## config.mk

```make
export PLATFORM = sky130hd
export DESIGN_NAME = multitouch_report_aggregator_flat
export DESIGN_NICKNAME = d
export VERILOG_FILES = /design/src/rtl/mtra_pkg.sv /design/src/rtl/mtra_ifs.sv /design/src/rtl/mtra_ram.sv /design/src/rtl/multitouch_report_aggregator.sv /design/src/flat_wrapper.sv
export SDC_FILE = /design/constraint.sdc
export NUM_CORES = 1
export LEC_CHECK = 0
export ABC_AREA = 1
export ABC_CLOCK_PERIOD_IN_PS = 5100
export BUFFER_PORTS_ARGS = -buffer_cell sky130_fd_sc_hd__buf_2
export CAP_MARGIN = 5
export CORE_MARGIN = 4
export CORE_UTILIZATION = 40
export CTS_CLUSTER_SIZE = 40
export DETAILED_ROUTE_END_ITERATION = 12
export HOLD_SLACK_MARGIN = 0.15
export PLACE_DENSITY = 0.67
export SYNTH_ARGS = -nofsm -noshare
export SYNTH_HDL_FRONTEND = slang
export SYNTH_HIERARCHICAL = 1
export SYNTH_SLANG_ARGS = --single-unit
```

## constraint.sdc

```tcl
create_clock -name clk -period 5.1 [get_ports clk]
set_input_delay 0.51 -clock clk [delete_from_list [all_inputs] [get_ports clk]]
set_output_delay 0.51 -clock clk [all_outputs]
set_load 0.01 [all_outputs]
```

## src/rtl/mtra_pkg.sv

```systemverilog
// Shared constants, types and codes of the multitouch report aggregator.
package mtra_pkg;

    localparam int MAX_FINGERS = 10;
    localparam int IDX_W       = (MAX_FINGERS > 1) ? $clog2(MAX_FINGERS) : 1;
    localparam int CNT_W       = $clog2(MAX_FINGERS + 1);

    localparam int BYTE_W   = 8;
    localparam int POS_W    = 12;
    localparam int NIB_W    = 4;
    localparam int DROP_W   = 2;
    localparam int SLOT_W   = 4;
    localparam int CFG_IDX_W = 2;

    localparam logic [BYTE_W-1:0] FLAG_DETECT   = 8'h80;
    localparam logic [BYTE_W-1:0] FLAG_PRESS    = 8'h40;
    localparam logic [BYTE_W-1:0] FLAG_RELEASE  = 8'h20;
    localparam logic [BYTE_W-1:0] FLAG_MOVE     = 8'h10;
    localparam logic [BYTE_W-1:0] FLAG_SUPPRESS = 8'h02;
    localparam logic [NIB_W-1:0]  NIBBLE_MASK   = 4'hF;

    typedef enum logic [CFG_IDX_W-1:0] {
        CFG_REPORT_ID_BASE = 2'd0,
        CFG_X_DROP_BITS    = 2'd1,
        CFG_Y_DROP_BITS    = 2'd2
    } cfg_index_t;

    // One finger slot as it lives in the slot memory.
    typedef struct packed {
        logic [POS_W-1:0]  x;
        logic [POS_W-1:0]  y;
        logic [BYTE_W-1:0] amp;
        logic [BYTE_W-1:0] wid;
    } slot_data_t;

    localparam int SLOT_DATA_W = $bits(slot_data_t);

    // One input message as latched at acceptance.
    typedef struct packed {
        logic [BYTE_W-1:0] status_flags;
        logic [BYTE_W-1:0] x_high;
        logic [BYTE_W-1:0] y_high;
        logic [BYTE_W-1:0] xy_low;
        logic [BYTE_W-1:0] touch_area;
        logic [BYTE_W-1:0] touch_amplitude;
        logic              end_of_burst;
    } msg_t;

    // One report word.
    typedef struct packed {
        logic [SLOT_W-1:0] slot;
        logic [POS_W-1:0]  pos_x;
        logic [POS_W-1:0]  pos_y;
        logic [BYTE_W-1:0] amplitude;
        logic [BYTE_W-1:0] width;
        logic              frame_end;
        logic              run_last;
    } rpt_word_t;

endpackage

```

## src/rtl/mtra_ifs.sv

```systemverilog
// Handshake interfaces for messages, reports and configuration writes.
interface mtra_msg_if;
    import mtra_pkg::*;
    logic              valid;
    logic              ready;
    logic [BYTE_W-1:0] report_id;
    logic [BYTE_W-1:0] status_flags;
    logic [BYTE_W-1:0] x_high;
    logic [BYTE_W-1:0] y_high;
    logic [BYTE_W-1:0] xy_low;
    logic [BYTE_W-1:0] touch_area;
    logic [BYTE_W-1:0] touch_amplitude;
    logic              end_of_burst;

    modport source (output valid, report_id, status_flags, x_high, y_high, xy_low,
                    touch_area, touch_amplitude, end_of_burst, input ready);
    modport sink   (input valid, report_id, status_flags, x_high, y_high, xy_low,
                    touch_area, touch_amplitude, end_of_burst, output ready);
endinterface

interface mtra_rpt_if;
    import mtra_pkg::*;
    logic              valid;
    logic              ready;
    logic [SLOT_W-1:0] slot;
    logic [POS_W-1:0]  pos_x;
    logic [POS_W-1:0]  pos_y;
    logic [BYTE_W-1:0] amplitude;
    logic [BYTE_W-1:0] width;
    logic              frame_end;
    logic              run_last;

    modport source (output valid, slot, pos_x, pos_y, amplitude, width, frame_end,
                    run_last, input ready);
    modport sink   (input valid, slot, pos_x, pos_y, amplitude, width, frame_end,
                    run_last, output ready);
endinterface

interface mtra_cfg_if;
    import mtra_pkg::*;
    logic                 valid;
    logic                 ready;
    logic [CFG_IDX_W-1:0] index;
    logic [BYTE_W-1:0]    data;

    modport source (output valid, index, data, input ready);
    modport sink   (input valid, index, data, output ready);
endinterface

```

## src/rtl/mtra_ram.sv

```systemverilog
// Generic single-port-write, single-port-read RAM with registered read data.
module mtra_ram #(
    parameter int WIDTH  = 8,
    parameter int DEPTH  = 16,
    parameter int ADDR_W = (DEPTH > 1) ? $clog2(DEPTH) : 1
) (
    input  logic              clk,
    input  logic              wr_en,
    input  logic [ADDR_W-1:0] wr_addr,
    input  logic [WIDTH-1:0]  wr_data,
    input  logic              rd_en,
    input  logic [ADDR_W-1:0] rd_addr,
    output logic [WIDTH-1:0]  rd_data
);

    logic [WIDTH-1:0] mem [DEPTH];

    always_ff @(posedge clk)
    begin
        if (wr_en)
        begin
            mem[wr_addr] <= wr_data;
        end
        if (rd_en)
        begin
            rd_data <= mem[rd_addr];
        end
    end

endmodule

```

## src/rtl/multitouch_report_aggregator.sv

```systemverilog
// Top level of the multitouch report aggregator: slot memory, sequencer and report staging.
//
//   channel   modport   direction   word
//   msg       sink      in          one seven-byte touch message plus end_of_burst
//   rpt       source    out         one finger report (slot, position, amplitude, width)
//   cfg       sink      in          register write: index and 8-bit data, always ready
//
// A message that causes no flush reads its slot, writes it back, checks for the end of
// burst and finishes; one whose id is out of range skips the read and the write. A
// flush visits every finger slot, reads each active one and then closes the frame.
// A message may flush twice, once before its update and once at the end of burst.
// Reset clears the active, written and pending bits at once; the slot memory needs
// no clearing pass because a never-written slot reads as zero. Report stalls stall
// the flush walk, but a finished message frees msg.ready while its last word still
// waits in the output register.
module multitouch_report_aggregator (
    input  logic        clk,
    input  logic        rst_n,
    mtra_msg_if.sink    msg,
    mtra_rpt_if.source  rpt,
    mtra_cfg_if.sink    cfg
);
    import mtra_pkg::*;

    // One-hot sequencer states.
    typedef enum logic [6:0] {
        S_IDLE    = 7'b0000001,
        S_UP_RD   = 7'b0000010,
        S_UP_WR   = 7'b0000100,
        S_CHECK   = 7'b0001000,
        S_FL_ADDR = 7'b0010000,
        S_FL_DATA = 7'b0100000,
        S_DONE    = 7'b1000000
    } state_t;

    // Control state.
    state_t                   state_reg, state_next;
    logic [MAX_FINGERS-1:0]   active_reg, active_next;
    logic [MAX_FINGERS-1:0]   written_reg, written_next;
    logic [MAX_FINGERS-1:0]   pending_reg, pending_next;
    logic [CNT_W-1:0]         cnt_reg, cnt_next;
    logic                     second_reg, second_next;
    logic                     hold_valid_reg, hold_valid_next;
    logic                     out_valid_reg, out_valid_next;
    logic [BYTE_W-1:0]        id_base_reg, id_base_next;
    logic [DROP_W-1:0]        x_drop_reg, x_drop_next;
    logic [DROP_W-1:0]        y_drop_reg, y_drop_next;

    // Payload.
    msg_t                     item_reg, item_next;
    logic [IDX_W-1:0]         idx_reg, idx_next;
    rpt_word_t                hold_reg, hold_next;
    rpt_word_t                out_reg, out_next;

    // Slot memory port signals.
    logic                     ram_wr_en;
    logic [IDX_W-1:0]         ram_wr_addr;
    slot_data_t               ram_wr_data;
    logic                     ram_rd_en;
    logic [IDX_W-1:0]         ram_rd_addr;
    slot_data_t               ram_rd_data;

    // Decode helpers.
    logic [BYTE_W:0]          id_diff;
    logic                     id_ok;
    logic                     can_push;
    logic [IDX_W-1:0]         walk_idx;
    slot_data_t               old_slot;
    slot_data_t               new_slot;
    logic                     is_release;
    logic                     is_detect;
    logic                     is_suppress;
    logic                     do_update;
    logic [POS_W-1:0]         raw_x;
    logic [POS_W-1:0]         raw_y;

    // The slot memory holds position, amplitude and width. Each entry is read in the
    // cycle before it is written back, and the sequencer never issues a read of an
    // entry in the same cycle that writes it, so no forwarding path is needed.
    mtra_ram #(
        .WIDTH (SLOT_DATA_W),
        .DEPTH (MAX_FINGERS)
    ) u_slot_ram (
        .clk     (clk),
        .wr_en   (ram_wr_en),
        .wr_addr (ram_wr_addr),
        .wr_data (ram_wr_data),
        .rd_en   (ram_rd_en),
        .rd_addr (ram_rd_addr),
        .rd_data (ram_rd_data)
    );

    assign msg.ready = (state_reg == S_IDLE);
    assign cfg.ready = 1'b1;

    assign rpt.valid     = out_valid_reg;
    assign rpt.slot      = out_reg.slot;
    assign rpt.pos_x     = out_reg.pos_x;
    assign rpt.pos_y     = out_reg.pos_y;
    assign rpt.amplitude = out_reg.amplitude;
    assign rpt.width     = out_reg.width;
    assign rpt.frame_end = out_reg.frame_end;
    assign rpt.run_last  = out_reg.run_last;

    // The output register can take a word when it is empty or being drained.
    assign can_push = !out_valid_reg || rpt.ready;

    // The report id selects a slot when it lies in base .. base + MAX_FINGERS - 1.
    assign id_diff = {1'b0, msg.report_id} - {1'b0, id_base_reg};
    assign id_ok   = !id_diff[BYTE_W] && (id_diff[BYTE_W-1:0] < BYTE_W'(MAX_FINGERS));

    assign walk_idx = cnt_reg[IDX_W-1:0];

    // Slot update from the latched message. A slot never written reads as zero.
    assign raw_x = {item_reg.x_high, item_reg.xy_low[BYTE_W-1:NIB_W]};
    assign raw_y = {item_reg.y_high, item_reg.xy_low[NIB_W-1:0] & NIBBLE_MASK};

    assign is_release  = (item_reg.status_flags & FLAG_RELEASE) != '0;
    assign is_detect   = ((item_reg.status_flags & FLAG_DETECT) != '0)
                      && ((item_reg.status_flags & (FLAG_PRESS | FLAG_MOVE)) != '0);
    assign is_suppress = ((item_reg.status_flags & FLAG_SUPPRESS) != '0)
                      && active_reg[idx_reg];
    assign do_update   = is_release || is_detect || is_suppress;

    always_comb
    begin
        old_slot = written_reg[idx_reg] ? ram_rd_data : '0;
        new_slot = old_slot;
        if (is_release)
        begin
            new_slot.amp = '0;
            new_slot.wid = item_reg.touch_area;
        end
        else if (is_detect)
        begin
            new_slot.amp = item_reg.touch_amplitude;
            new_slot.wid = item_reg.touch_area;
            new_slot.x   = raw_x >> x_drop_reg;
            new_slot.y   = raw_y >> y_drop_reg;
        end
        else if (is_suppress)
        begin
            new_slot.amp = '0;
            new_slot.wid = item_reg.touch_area;
        end
    end

    // The user must send configuration writes only while no message is in flight; the block does not enforce it.
    always_comb
    begin
        id_base_next = id_base_reg;
        x_drop_next  = x_drop_reg;
        y_drop_next  = y_drop_reg;
        if (cfg.valid && cfg.ready)
        begin
            unique case (cfg.index)
                CFG_REPORT_ID_BASE: id_base_next = cfg.data;
                CFG_X_DROP_BITS:    x_drop_next  = cfg.data[DROP_W-1:0];
                CFG_Y_DROP_BITS:    y_drop_next  = cfg.data[DROP_W-1:0];
                default:            ;
            endcase
        end
    end

    // Sequencer. A flush walks the slots in ascending order; each report first
    // sits in the hold register so that the flush end and the message end can be
    // marked on it before it moves to the output register.
    always_comb
    begin
        state_next      = state_reg;
        active_next     = active_reg;
        written_next    = written_reg;
        pending_next    = pending_reg;
        cnt_next        = cnt_reg;
        second_next     = second_reg;
        hold_valid_next = hold_valid_reg;
        hold_next       = hold_reg;
        item_next       = item_reg;
        idx_next        = idx_reg;
        out_next        = out_reg;
        out_valid_next  = out_valid_reg && !rpt.ready;

        ram_wr_en   = 1'b0;
        ram_wr_addr = idx_reg;
        ram_wr_data = new_slot;
        ram_rd_en   = 1'b0;
        ram_rd_addr = idx_reg;

        unique case (state_reg)
            S_IDLE:
            begin
                if (msg.valid)
                begin
                    item_next.status_flags    = msg.status_flags;
                    item_next.x_high          = msg.x_high;
                    item_next.y_high          = msg.y_high;
                    item_next.xy_low          = msg.xy_low;
                    item_next.touch_area      = msg.touch_area;
                    item_next.touch_amplitude = msg.touch_amplitude;
                    item_next.end_of_burst    = msg.end_of_burst;
                    idx_next                  = id_diff[IDX_W-1:0];
                    hold_valid_next           = 1'b0;
                    cnt_next                  = '0;
                    if (!id_ok)
                    begin
                        state_next = S_CHECK;
                    end
                    else if (pending_reg[id_diff[IDX_W-1:0]])
                    begin
                        // The slot already has an update in this frame: flush first.
                        second_next = 1'b0;
                        state_next  = S_FL_ADDR;
                    end
                    else
                    begin
                        state_next = S_UP_RD;
                    end
                end
            end

            S_UP_RD:
            begin
                ram_rd_en  = 1'b1;
                state_next = S_UP_WR;
            end

            S_UP_WR:
            begin
                if (do_update)
                begin
                    ram_wr_en             = 1'b1;
                    written_next[idx_reg] = 1'b1;
                    pending_next[idx_reg] = 1'b1;
                    if (is_release || is_detect)
                    begin
                        active_next[idx_reg] = 1'b1;
                    end
                end
                state_next = S_CHECK;
            end

            S_CHECK:
            begin
                if (item_reg.end_of_burst && (pending_reg != '0))
                begin
                    second_next = 1'b1;
                    cnt_next    = '0;
                    state_next  = S_FL_ADDR;
                end
                else
                begin
                    state_next = S_DONE;
                end
            end

            S_FL_ADDR:
            begin
                if (cnt_reg == CNT_W'(MAX_FINGERS))
                begin
                    // A pending slot is active, so the flush left a word in hold.
                    hold_next.frame_end = 1'b1;
                    pending_next        = '0;
                    state_next          = second_reg ? S_DONE : S_UP_RD;
                end
                else if (!active_reg[walk_idx])
                begin
                    cnt_next = cnt_reg + 1'b1;
                end
                else
                begin
                    ram_rd_en   = 1'b1;
                    ram_rd_addr = walk_idx;
                    state_next  = S_FL_DATA;
                end
            end

            S_FL_DATA:
            begin
                if (!hold_valid_reg || can_push)
                begin
                    if (hold_valid_reg)
                    begin
                        out_next       = hold_reg;
                        out_valid_next = 1'b1;
                    end
                    hold_valid_next     = 1'b1;
                    hold_next.slot      = SLOT_W'(walk_idx);
                    hold_next.pos_x     = ram_rd_data.x;
                    hold_next.pos_y     = ram_rd_data.y;
                    hold_next.amplitude = ram_rd_data.amp;
                    hold_next.width     = ram_rd_data.wid;
                    hold_next.frame_end = 1'b0;
                    hold_next.run_last  = 1'b0;
                    if (ram_rd_data.amp == '0)
                    begin
                        active_next[walk_idx] = 1'b0;
                    end
                    cnt_next   = cnt_reg + 1'b1;
                    state_next = S_FL_ADDR;
                end
            end

            S_DONE:
            begin
                if (!hold_valid_reg)
                begin
                    state_next = S_IDLE;
                end
                else if (can_push)
                begin
                    out_next          = hold_reg;
                    out_next.run_last = 1'b1;
                    out_valid_next    = 1'b1;
                    hold_valid_next   = 1'b0;
                    state_next        = S_IDLE;
                end
            end

            default:
            begin
                state_next = S_IDLE;
            end
        endcase
    end

    always_ff @(posedge clk or negedge rst_n)
    begin
        if (!rst_n)
        begin
            state_reg      <= S_IDLE;
            active_reg     <= '0;
            written_reg    <= '0;
            pending_reg    <= '0;
            cnt_reg        <= '0;
            second_reg     <= 1'b0;
            hold_valid_reg <= 1'b0;
            out_valid_reg  <= 1'b0;
            id_base_reg    <= '0;
            x_drop_reg     <= '0;
            y_drop_reg     <= '0;
        end
        else
        begin
            state_reg      <= state_next;
            active_reg     <= active_next;
            written_reg    <= written_next;
            pending_reg    <= pending_next;
            cnt_reg        <= cnt_next;
            second_reg     <= second_next;
            hold_valid_reg <= hold_valid_next;
            out_valid_reg  <= out_valid_next;
            id_base_reg    <= id_base_next;
            x_drop_reg     <= x_drop_next;
            y_drop_reg     <= y_drop_next;
        end
    end

    always_ff @(posedge clk)
    begin
        item_reg <= item_next;
        idx_reg  <= idx_next;
        hold_reg <= hold_next;
        out_reg  <= out_next;
    end

endmodule

```

## src/flat_wrapper.sv

```systemverilog
// flat-port wrapper written by rule: the top's interface ports become plain ports
module multitouch_report_aggregator_flat import mtra_pkg::*;
  (clk, rst_n, msg_valid, msg_report_id, msg_status_flags, msg_x_high, msg_y_high, msg_xy_low, msg_touch_area, msg_touch_amplitude, msg_end_of_burst, msg_ready, rpt_valid, rpt_slot, rpt_pos_x, rpt_pos_y, rpt_amplitude, rpt_width, rpt_frame_end, rpt_run_last, rpt_ready, cfg_valid, cfg_index, cfg_data, cfg_ready);
  mtra_msg_if msg_i ();
  mtra_rpt_if rpt_i ();
  mtra_cfg_if cfg_i ();
  input  logic clk;
  input  logic rst_n;
  input wire logic [$bits(msg_i.valid)-1:0] msg_valid;
  input wire logic [$bits(msg_i.report_id)-1:0] msg_report_id;
  input wire logic [$bits(msg_i.status_flags)-1:0] msg_status_flags;
  input wire logic [$bits(msg_i.x_high)-1:0] msg_x_high;
  input wire logic [$bits(msg_i.y_high)-1:0] msg_y_high;
  input wire logic [$bits(msg_i.xy_low)-1:0] msg_xy_low;
  input wire logic [$bits(msg_i.touch_area)-1:0] msg_touch_area;
  input wire logic [$bits(msg_i.touch_amplitude)-1:0] msg_touch_amplitude;
  input wire logic [$bits(msg_i.end_of_burst)-1:0] msg_end_of_burst;
  output wire logic [$bits(msg_i.ready)-1:0] msg_ready;
  output wire logic [$bits(rpt_i.valid)-1:0] rpt_valid;
  output wire logic [$bits(rpt_i.slot)-1:0] rpt_slot;
  output wire logic [$bits(rpt_i.pos_x)-1:0] rpt_pos_x;
  output wire logic [$bits(rpt_i.pos_y)-1:0] rpt_pos_y;
  output wire logic [$bits(rpt_i.amplitude)-1:0] rpt_amplitude;
  output wire logic [$bits(rpt_i.width)-1:0] rpt_width;
  output wire logic [$bits(rpt_i.frame_end)-1:0] rpt_frame_end;
  output wire logic [$bits(rpt_i.run_last)-1:0] rpt_run_last;
  input wire logic [$bits(rpt_i.ready)-1:0] rpt_ready;
  input wire logic [$bits(cfg_i.valid)-1:0] cfg_valid;
  input wire logic [$bits(cfg_i.index)-1:0] cfg_index;
  input wire logic [$bits(cfg_i.data)-1:0] cfg_data;
  output wire logic [$bits(cfg_i.ready)-1:0] cfg_ready;
  assign msg_i.valid = msg_valid;
  assign msg_i.report_id = msg_report_id;
  assign msg_i.status_flags = msg_status_flags;
  assign msg_i.x_high = msg_x_high;
  assign msg_i.y_high = msg_y_high;
  assign msg_i.xy_low = msg_xy_low;
  assign msg_i.touch_area = msg_touch_area;
  assign msg_i.touch_amplitude = msg_touch_amplitude;
  assign msg_i.end_of_burst = msg_end_of_burst;
  assign msg_ready = msg_i.ready;
  assign rpt_valid = rpt_i.valid;
  assign rpt_slot = rpt_i.slot;
  assign rpt_pos_x = rpt_i.pos_x;
  assign rpt_pos_y = rpt_i.pos_y;
  assign rpt_amplitude = rpt_i.amplitude;
  assign rpt_width = rpt_i.width;
  assign rpt_frame_end = rpt_i.frame_end;
  assign rpt_run_last = rpt_i.run_last;
  assign rpt_i.ready = rpt_ready;
  assign cfg_i.valid = cfg_valid;
  assign cfg_i.index = cfg_index;
  assign cfg_i.data = cfg_data;
  assign cfg_ready = cfg_i.ready;
  multitouch_report_aggregator u_core (.clk(clk), .rst_n(rst_n), .msg(msg_i), .rpt(rpt_i), .cfg(cfg_i));
endmodule
```

==> results.md <==
- The flow ran to the end, and the final reports show no timing, DRC or antenna violations.
- The total overflow left after global routing is 0.
- The tree is rooted in a sky130_fd_sc_hd__clkbuf_16.
- In this run the worst path has a maximum fanout of 62.
- Synthesis instantiated 41 different standard cells from the library.
- The flip-flop count of the largest register, all copies and words added is 400.
- The portion of total power attributed to sequential cells is 48.8%.
- The detailed placer's ending HPWL is 37.9 mm.
- The number of antenna violations at the first check in global routing came to 0.
- The clock-pin transition on the worst setup and hold timing paths is 0.06 ns.
- In this run, synthesis inferred 581 flip-flops with an integrated enable.
- The TritonCTS clock tree is built.
- The post-synthesis async set-or-reset flop share is 8.79%.
- The violation count after the first detailed-routing iteration is 1843.
- The number of warnings printed during yosys synthesis is 6.
- The level count of the clock H-tree is 2.
- The total power consumption of the routed design is 12600 uW.
- The switching power is 3570 uW.
- In this run the remaining antenna-violating nets after routing total 0.
- The number of standard-cell rows in the floorplan is 94.
- The arrival time at the worst endpoint is 4.08 ns.
- The number of cells on the worst reg-to-reg path is 15.
- The number of design rule violations left after detail routing is 0.
- The internal power contribution is 9030 uW.
- Tracing the worst setup path back leads to its startpoint at u_core/cnt_reg[0].
- The class of the tightest hold or removal check is in -> reg.
- The most common library cell in the layout ignoring fill and taps is sky130_fd_sc_hd__nand2_1.
- The insertion delay to the later sink of the worst-skew pair is 0.63 ns.
- The fraction of the yosys area taken by sequential cells is 70.3%.
- The final count of pins violating max slew is 0.
- The most used flip-flop cell after synthesis is sky130_fd_sc_hd__edfxtp_1.
- The maximum vdd ir drop is 0.000314 V.
- The clock network is responsible for 34.6% of the overall power.
- After routing, the total negative slack on setup checks comes to 0 ns.
- After filler insertion, the fill cell instance count of the layout stands at 5875.
- The die covers 71200 um^2.
- Dividing the detail-routed wire length by the instance count gives 18.2 um.
- The static leakage power is 0.0127 uW.
- The count of endpoints failing setup in the final report is 0.
- The count of boundary I/O pins is 121.
- The mean post-synth cell area is 10.9 um^2.
- The source of the worst hold timing path is rpt_ready.
- The maximum achievable frequency is 271 MHz.
- The worst path needs 3.70 ns of the cycle, external delays included.
- The number of nets in the synthesized netlist is 2555.
- The via count of the routed design is 18118.
- The net total in the final layout is 2720.
- The number of search-and-repair iterations in the first detailed-routing pass is 7.
- The worst slack at placement is 1.47 ns.
- The synthesized instance count is 2469.
- Setup repair after global routing left no endpoint under its margin.
- STA classifies the critical path endpoint as a flip-flop.
- For the worst setup path, the data required time is 5.48 ns.
- Headroom to the max-slew limit came out at 22.4%.
- The number of clock buffers inserted by TritonCTS is 60.
- The count of port buffers added during placement is 116.
- After detailed routing, the number of vias per cell comes to 5.11.
- The via count of the first global-routing pass is 17822.
- Combinational cells account for 16.6% of the total power.
- The reported max-cap violation count is 0.
- Measured along the x axis, the die boundary spans 267 um.
- For this design the ratio of total power to cell area is 408 nW/um^2.
- Net switching is 28.3% of the power.
- The placeable core region is 66100 um^2.
- The TritonCTS sink count is 637.
- Across all register-to-register paths, the minimum setup slack is 1.40 ns.
- The transition time at the pin with the least slew margin is 1.16 ns.
- The synthesis-stage register bit count is 637.
- The fraction of final layout cells with drive strength greater than 1 is 11.0%.
- The final worst setup slack is 1.40 ns.
- Once the clock tree was built, the resizer swapped 0 gates to a different size.
- In the layout the commonest cells are 682 x sky130_fd_sc_hd__nand2_1, 581 x sky130_fd_sc_hd__edfxtp_1, 336 x sky130_fd_sc_hd__nand3_1, 330 x sky130_fd_sc_hd__inv_1, 145 x sky130_fd_sc_hd__nor2_1.
- The capturing point of the worst reg2reg path is u_core/u_slot_ram/rd_data[29].
- In the finished design, the share of the clock period the worst path needs comes to 72.5%.
- The maximum buffer depth of the clock tree is 3.
- Entering global routing, the biggest net connects 141 pins.
- The global-route wire length before repair is 98.8 mm.
- The count of endpoints failing hold in the final timing report is 0.
- The total track usage is 17.8%.
- The worst setup path is of the reg -> reg kind.
- The number of antenna diodes in the final layout is 0.
- The initial utilization of the core area, before any placement, comes to 40.6%.
- Routability-driven placement finished with a final weighted congestion of 0.855.
- The growth of design area from synthesis to finish is 15.2%.
- The worst register-to-register path begins at u_core/cnt_reg[0].
- STA classifies the critical path startpoint as a flip-flop.
- In this run the vertical extent of the chip is 267 um.
- Summing every instance area after synthesis gives 26800 um^2.
- The last element of the critical path is u_core/u_slot_ram/rd_data[29].
- Between clock sinks in the finished design, the worst skew comes to 0.0210 ns.
- The total detailed-routing wirelength is 64.5 mm.
==> worst min-delay path by stage <==
stage | endpoint | slack, ns | cells past startpoint
floorplan | u_core/active_reg[0] | 0.21 | 0
global placement | u_core/rpt.pos_x[11] | 0.40 | 0
detailed placement | u_core/rpt.pos_y[9] | 0.40 | 0
CTS | u_core/rpt.valid | 0.18 | 4
global route | u_core/rpt.valid | 0.22 | 4
finish | u_core/rpt.valid | 0.22 | 4
==> cells by family (layout without fill, tap and decap cells) <==
family	count (synthesis)	count (layout)	share of synthesized area (%)
compound gates	145	145	2.89
xor+xnor	2	2	0.0653
fa+ha+maj	14	14	0.681
buf+inv	452	668	6.74
flops	637	637	70.3
mux	14	14	0.523
other cells	1	1	0.0140
simple gates	1204	1204	18.8
==> stage by stage <==
| stage | hold slack (ns) | instances | util, % | area (um^2) |
|---|---|---|---|---|
| global route | 0.216 | 3549 | 46.7 | 30900 |
| finish | 0.222 | 3549 | 46.7 | 30900 |
| floorplan | 0.214 | 2469 | - | 26800 |
| detailed placement | 0.405 | 3383 | 43.0 | 28400 |
| CTS | 0.179 | 3549 | 46.7 | 30900 |
| global placement | 0.404 | 3383 | 43.0 | 28400 |
==> routing by layer <==
metal	wire, um	vias up	track usage, %
met5	0	-	0
met4	1640	0	5.60
met3	5310	127	3.22
met2	30300	719	28.7
met1	27300	8762	24.6
li1	-	8510	-
==> layout make-up <==
| type | instances | area [um^2] | area share (%) |
|---|---|---|---|
| clock buffers | 63 | 1510 | 4.90 |
| repair buffers | 203 | 1440 | 4.67 |
| inverters | 352 | 1330 | 4.30 |
| multi-input cells | 1380 | 6260 | 20.3 |
| clock inverters | 50 | 412 | 1.33 |
| flip-flops and latches | 637 | 18800 | 61.0 |
| well taps | 864 | 1080 | 3.50 |
==> cell usage after synthesis (2+ instances only) <==
cell / n / share of area (%)
sky130_fd_sc_hd__inv_2: 17 / 0.24
sky130_fd_sc_hd__o22ai_1: 6 / 0.14
sky130_fd_sc_hd__o21ai_0: 74 / 1.4
sky130_fd_sc_hd__nor3_1: 2 / 0.037
sky130_fd_sc_hd__buf_1: 20 / 0.28
sky130_fd_sc_hd__xor2_1: 2 / 0.065
sky130_fd_sc_hd__nor2_2: 5 / 0.12
sky130_fd_sc_hd__clkinv_1: 3 / 0.042
sky130_fd_sc_hd__o21a_1: 2 / 0.056
sky130_fd_sc_hd__nand4_1: 4 / 0.093
sky130_fd_sc_hd__clkbuf_1: 28 / 0.39
sky130_fd_sc_hd__ha_1: 13 / 0.61
sky130_fd_sc_hd__nor4_1: 3 / 0.070
sky130_fd_sc_hd__dfrtp_1: 55 / 5.1
sky130_fd_sc_hd__edfxtp_1: 581 / 65
sky130_fd_sc_hd__nand2_1: 683 / 9.6
sky130_fd_sc_hd__nor2_1: 159 / 2.2
sky130_fd_sc_hd__o211ai_1: 5 / 0.14
sky130_fd_sc_hd__o21ai_1: 36 / 0.67
sky130_fd_sc_hd__nand3_1: 337 / 6.3
sky130_fd_sc_hd__buf_2: 38 / 0.71
sky130_fd_sc_hd__mux2i_1: 14 / 0.52
sky130_fd_sc_hd__buf_6: 3 / 0.13
sky130_fd_sc_hd__a22oi_1: 4 / 0.11
sky130_fd_sc_hd__nor4_2: 2 / 0.093
sky130_fd_sc_hd__buf_4: 11 / 0.31
sky130_fd_sc_hd__nand2_2: 4 / 0.093
sky130_fd_sc_hd__a21oi_1: 12 / 0.22
sky130_fd_sc_hd__a31oi_1: 2 / 0.047
sky130_fd_sc_hd__a31o_2: 2 / 0.065
sky130_fd_sc_hd__inv_1: 332 / 4.6
==> power groups by stage <==
| stage | sequential [uW] | combinational (uW) | clock (uW) |
|---|---|---|---|
| 2_1_floorplan | 6200 | 1450 | 0 |
| 3_3_place_gp | 6250 | 1970 | 0 |
| 3_5_place_dp | 6250 | 2040 | 0 |
| 4_1_cts | 6140 | 2090 | 4450 |
| 5_1_grt | 6150 | 2340 | 4670 |
| 6_report | 6140 | 2090 | 4360 |
==> what timing repair did <==
action | in CTS | in global routing
endpoints found under the hold margin | 107 | 0
hold buffers | 53 | 0
setup buffers | 0 | 0
==> critical path, cell delays in order (launching register included) <==
cell and delay (ns):
sky130_fd_sc_hd__dfrtp_1 0.64, sky130_fd_sc_hd__inv_1 0.22, sky130_fd_sc_hd__ha_1 0.26, sky130_fd_sc_hd__nand2_1 0.07
sky130_fd_sc_hd__inv_1 0.06, sky130_fd_sc_hd__nor2_1 0.16, sky130_fd_sc_hd__nand2_1 0.19, sky130_fd_sc_hd__o21ai_1 0.31
sky130_fd_sc_hd__inv_6 0.25, sky130_fd_sc_hd__inv_4 0.13, sky130_fd_sc_hd__buf_4 0.52, sky130_fd_sc_hd__nand2_1 0.15
sky130_fd_sc_hd__nand3_1 0.14, sky130_fd_sc_hd__nand3_1 0.12, sky130_fd_sc_hd__nand3_1 0.16, sky130_fd_sc_hd__nand2_1 0.06
(Power assumes the default switching activity.)
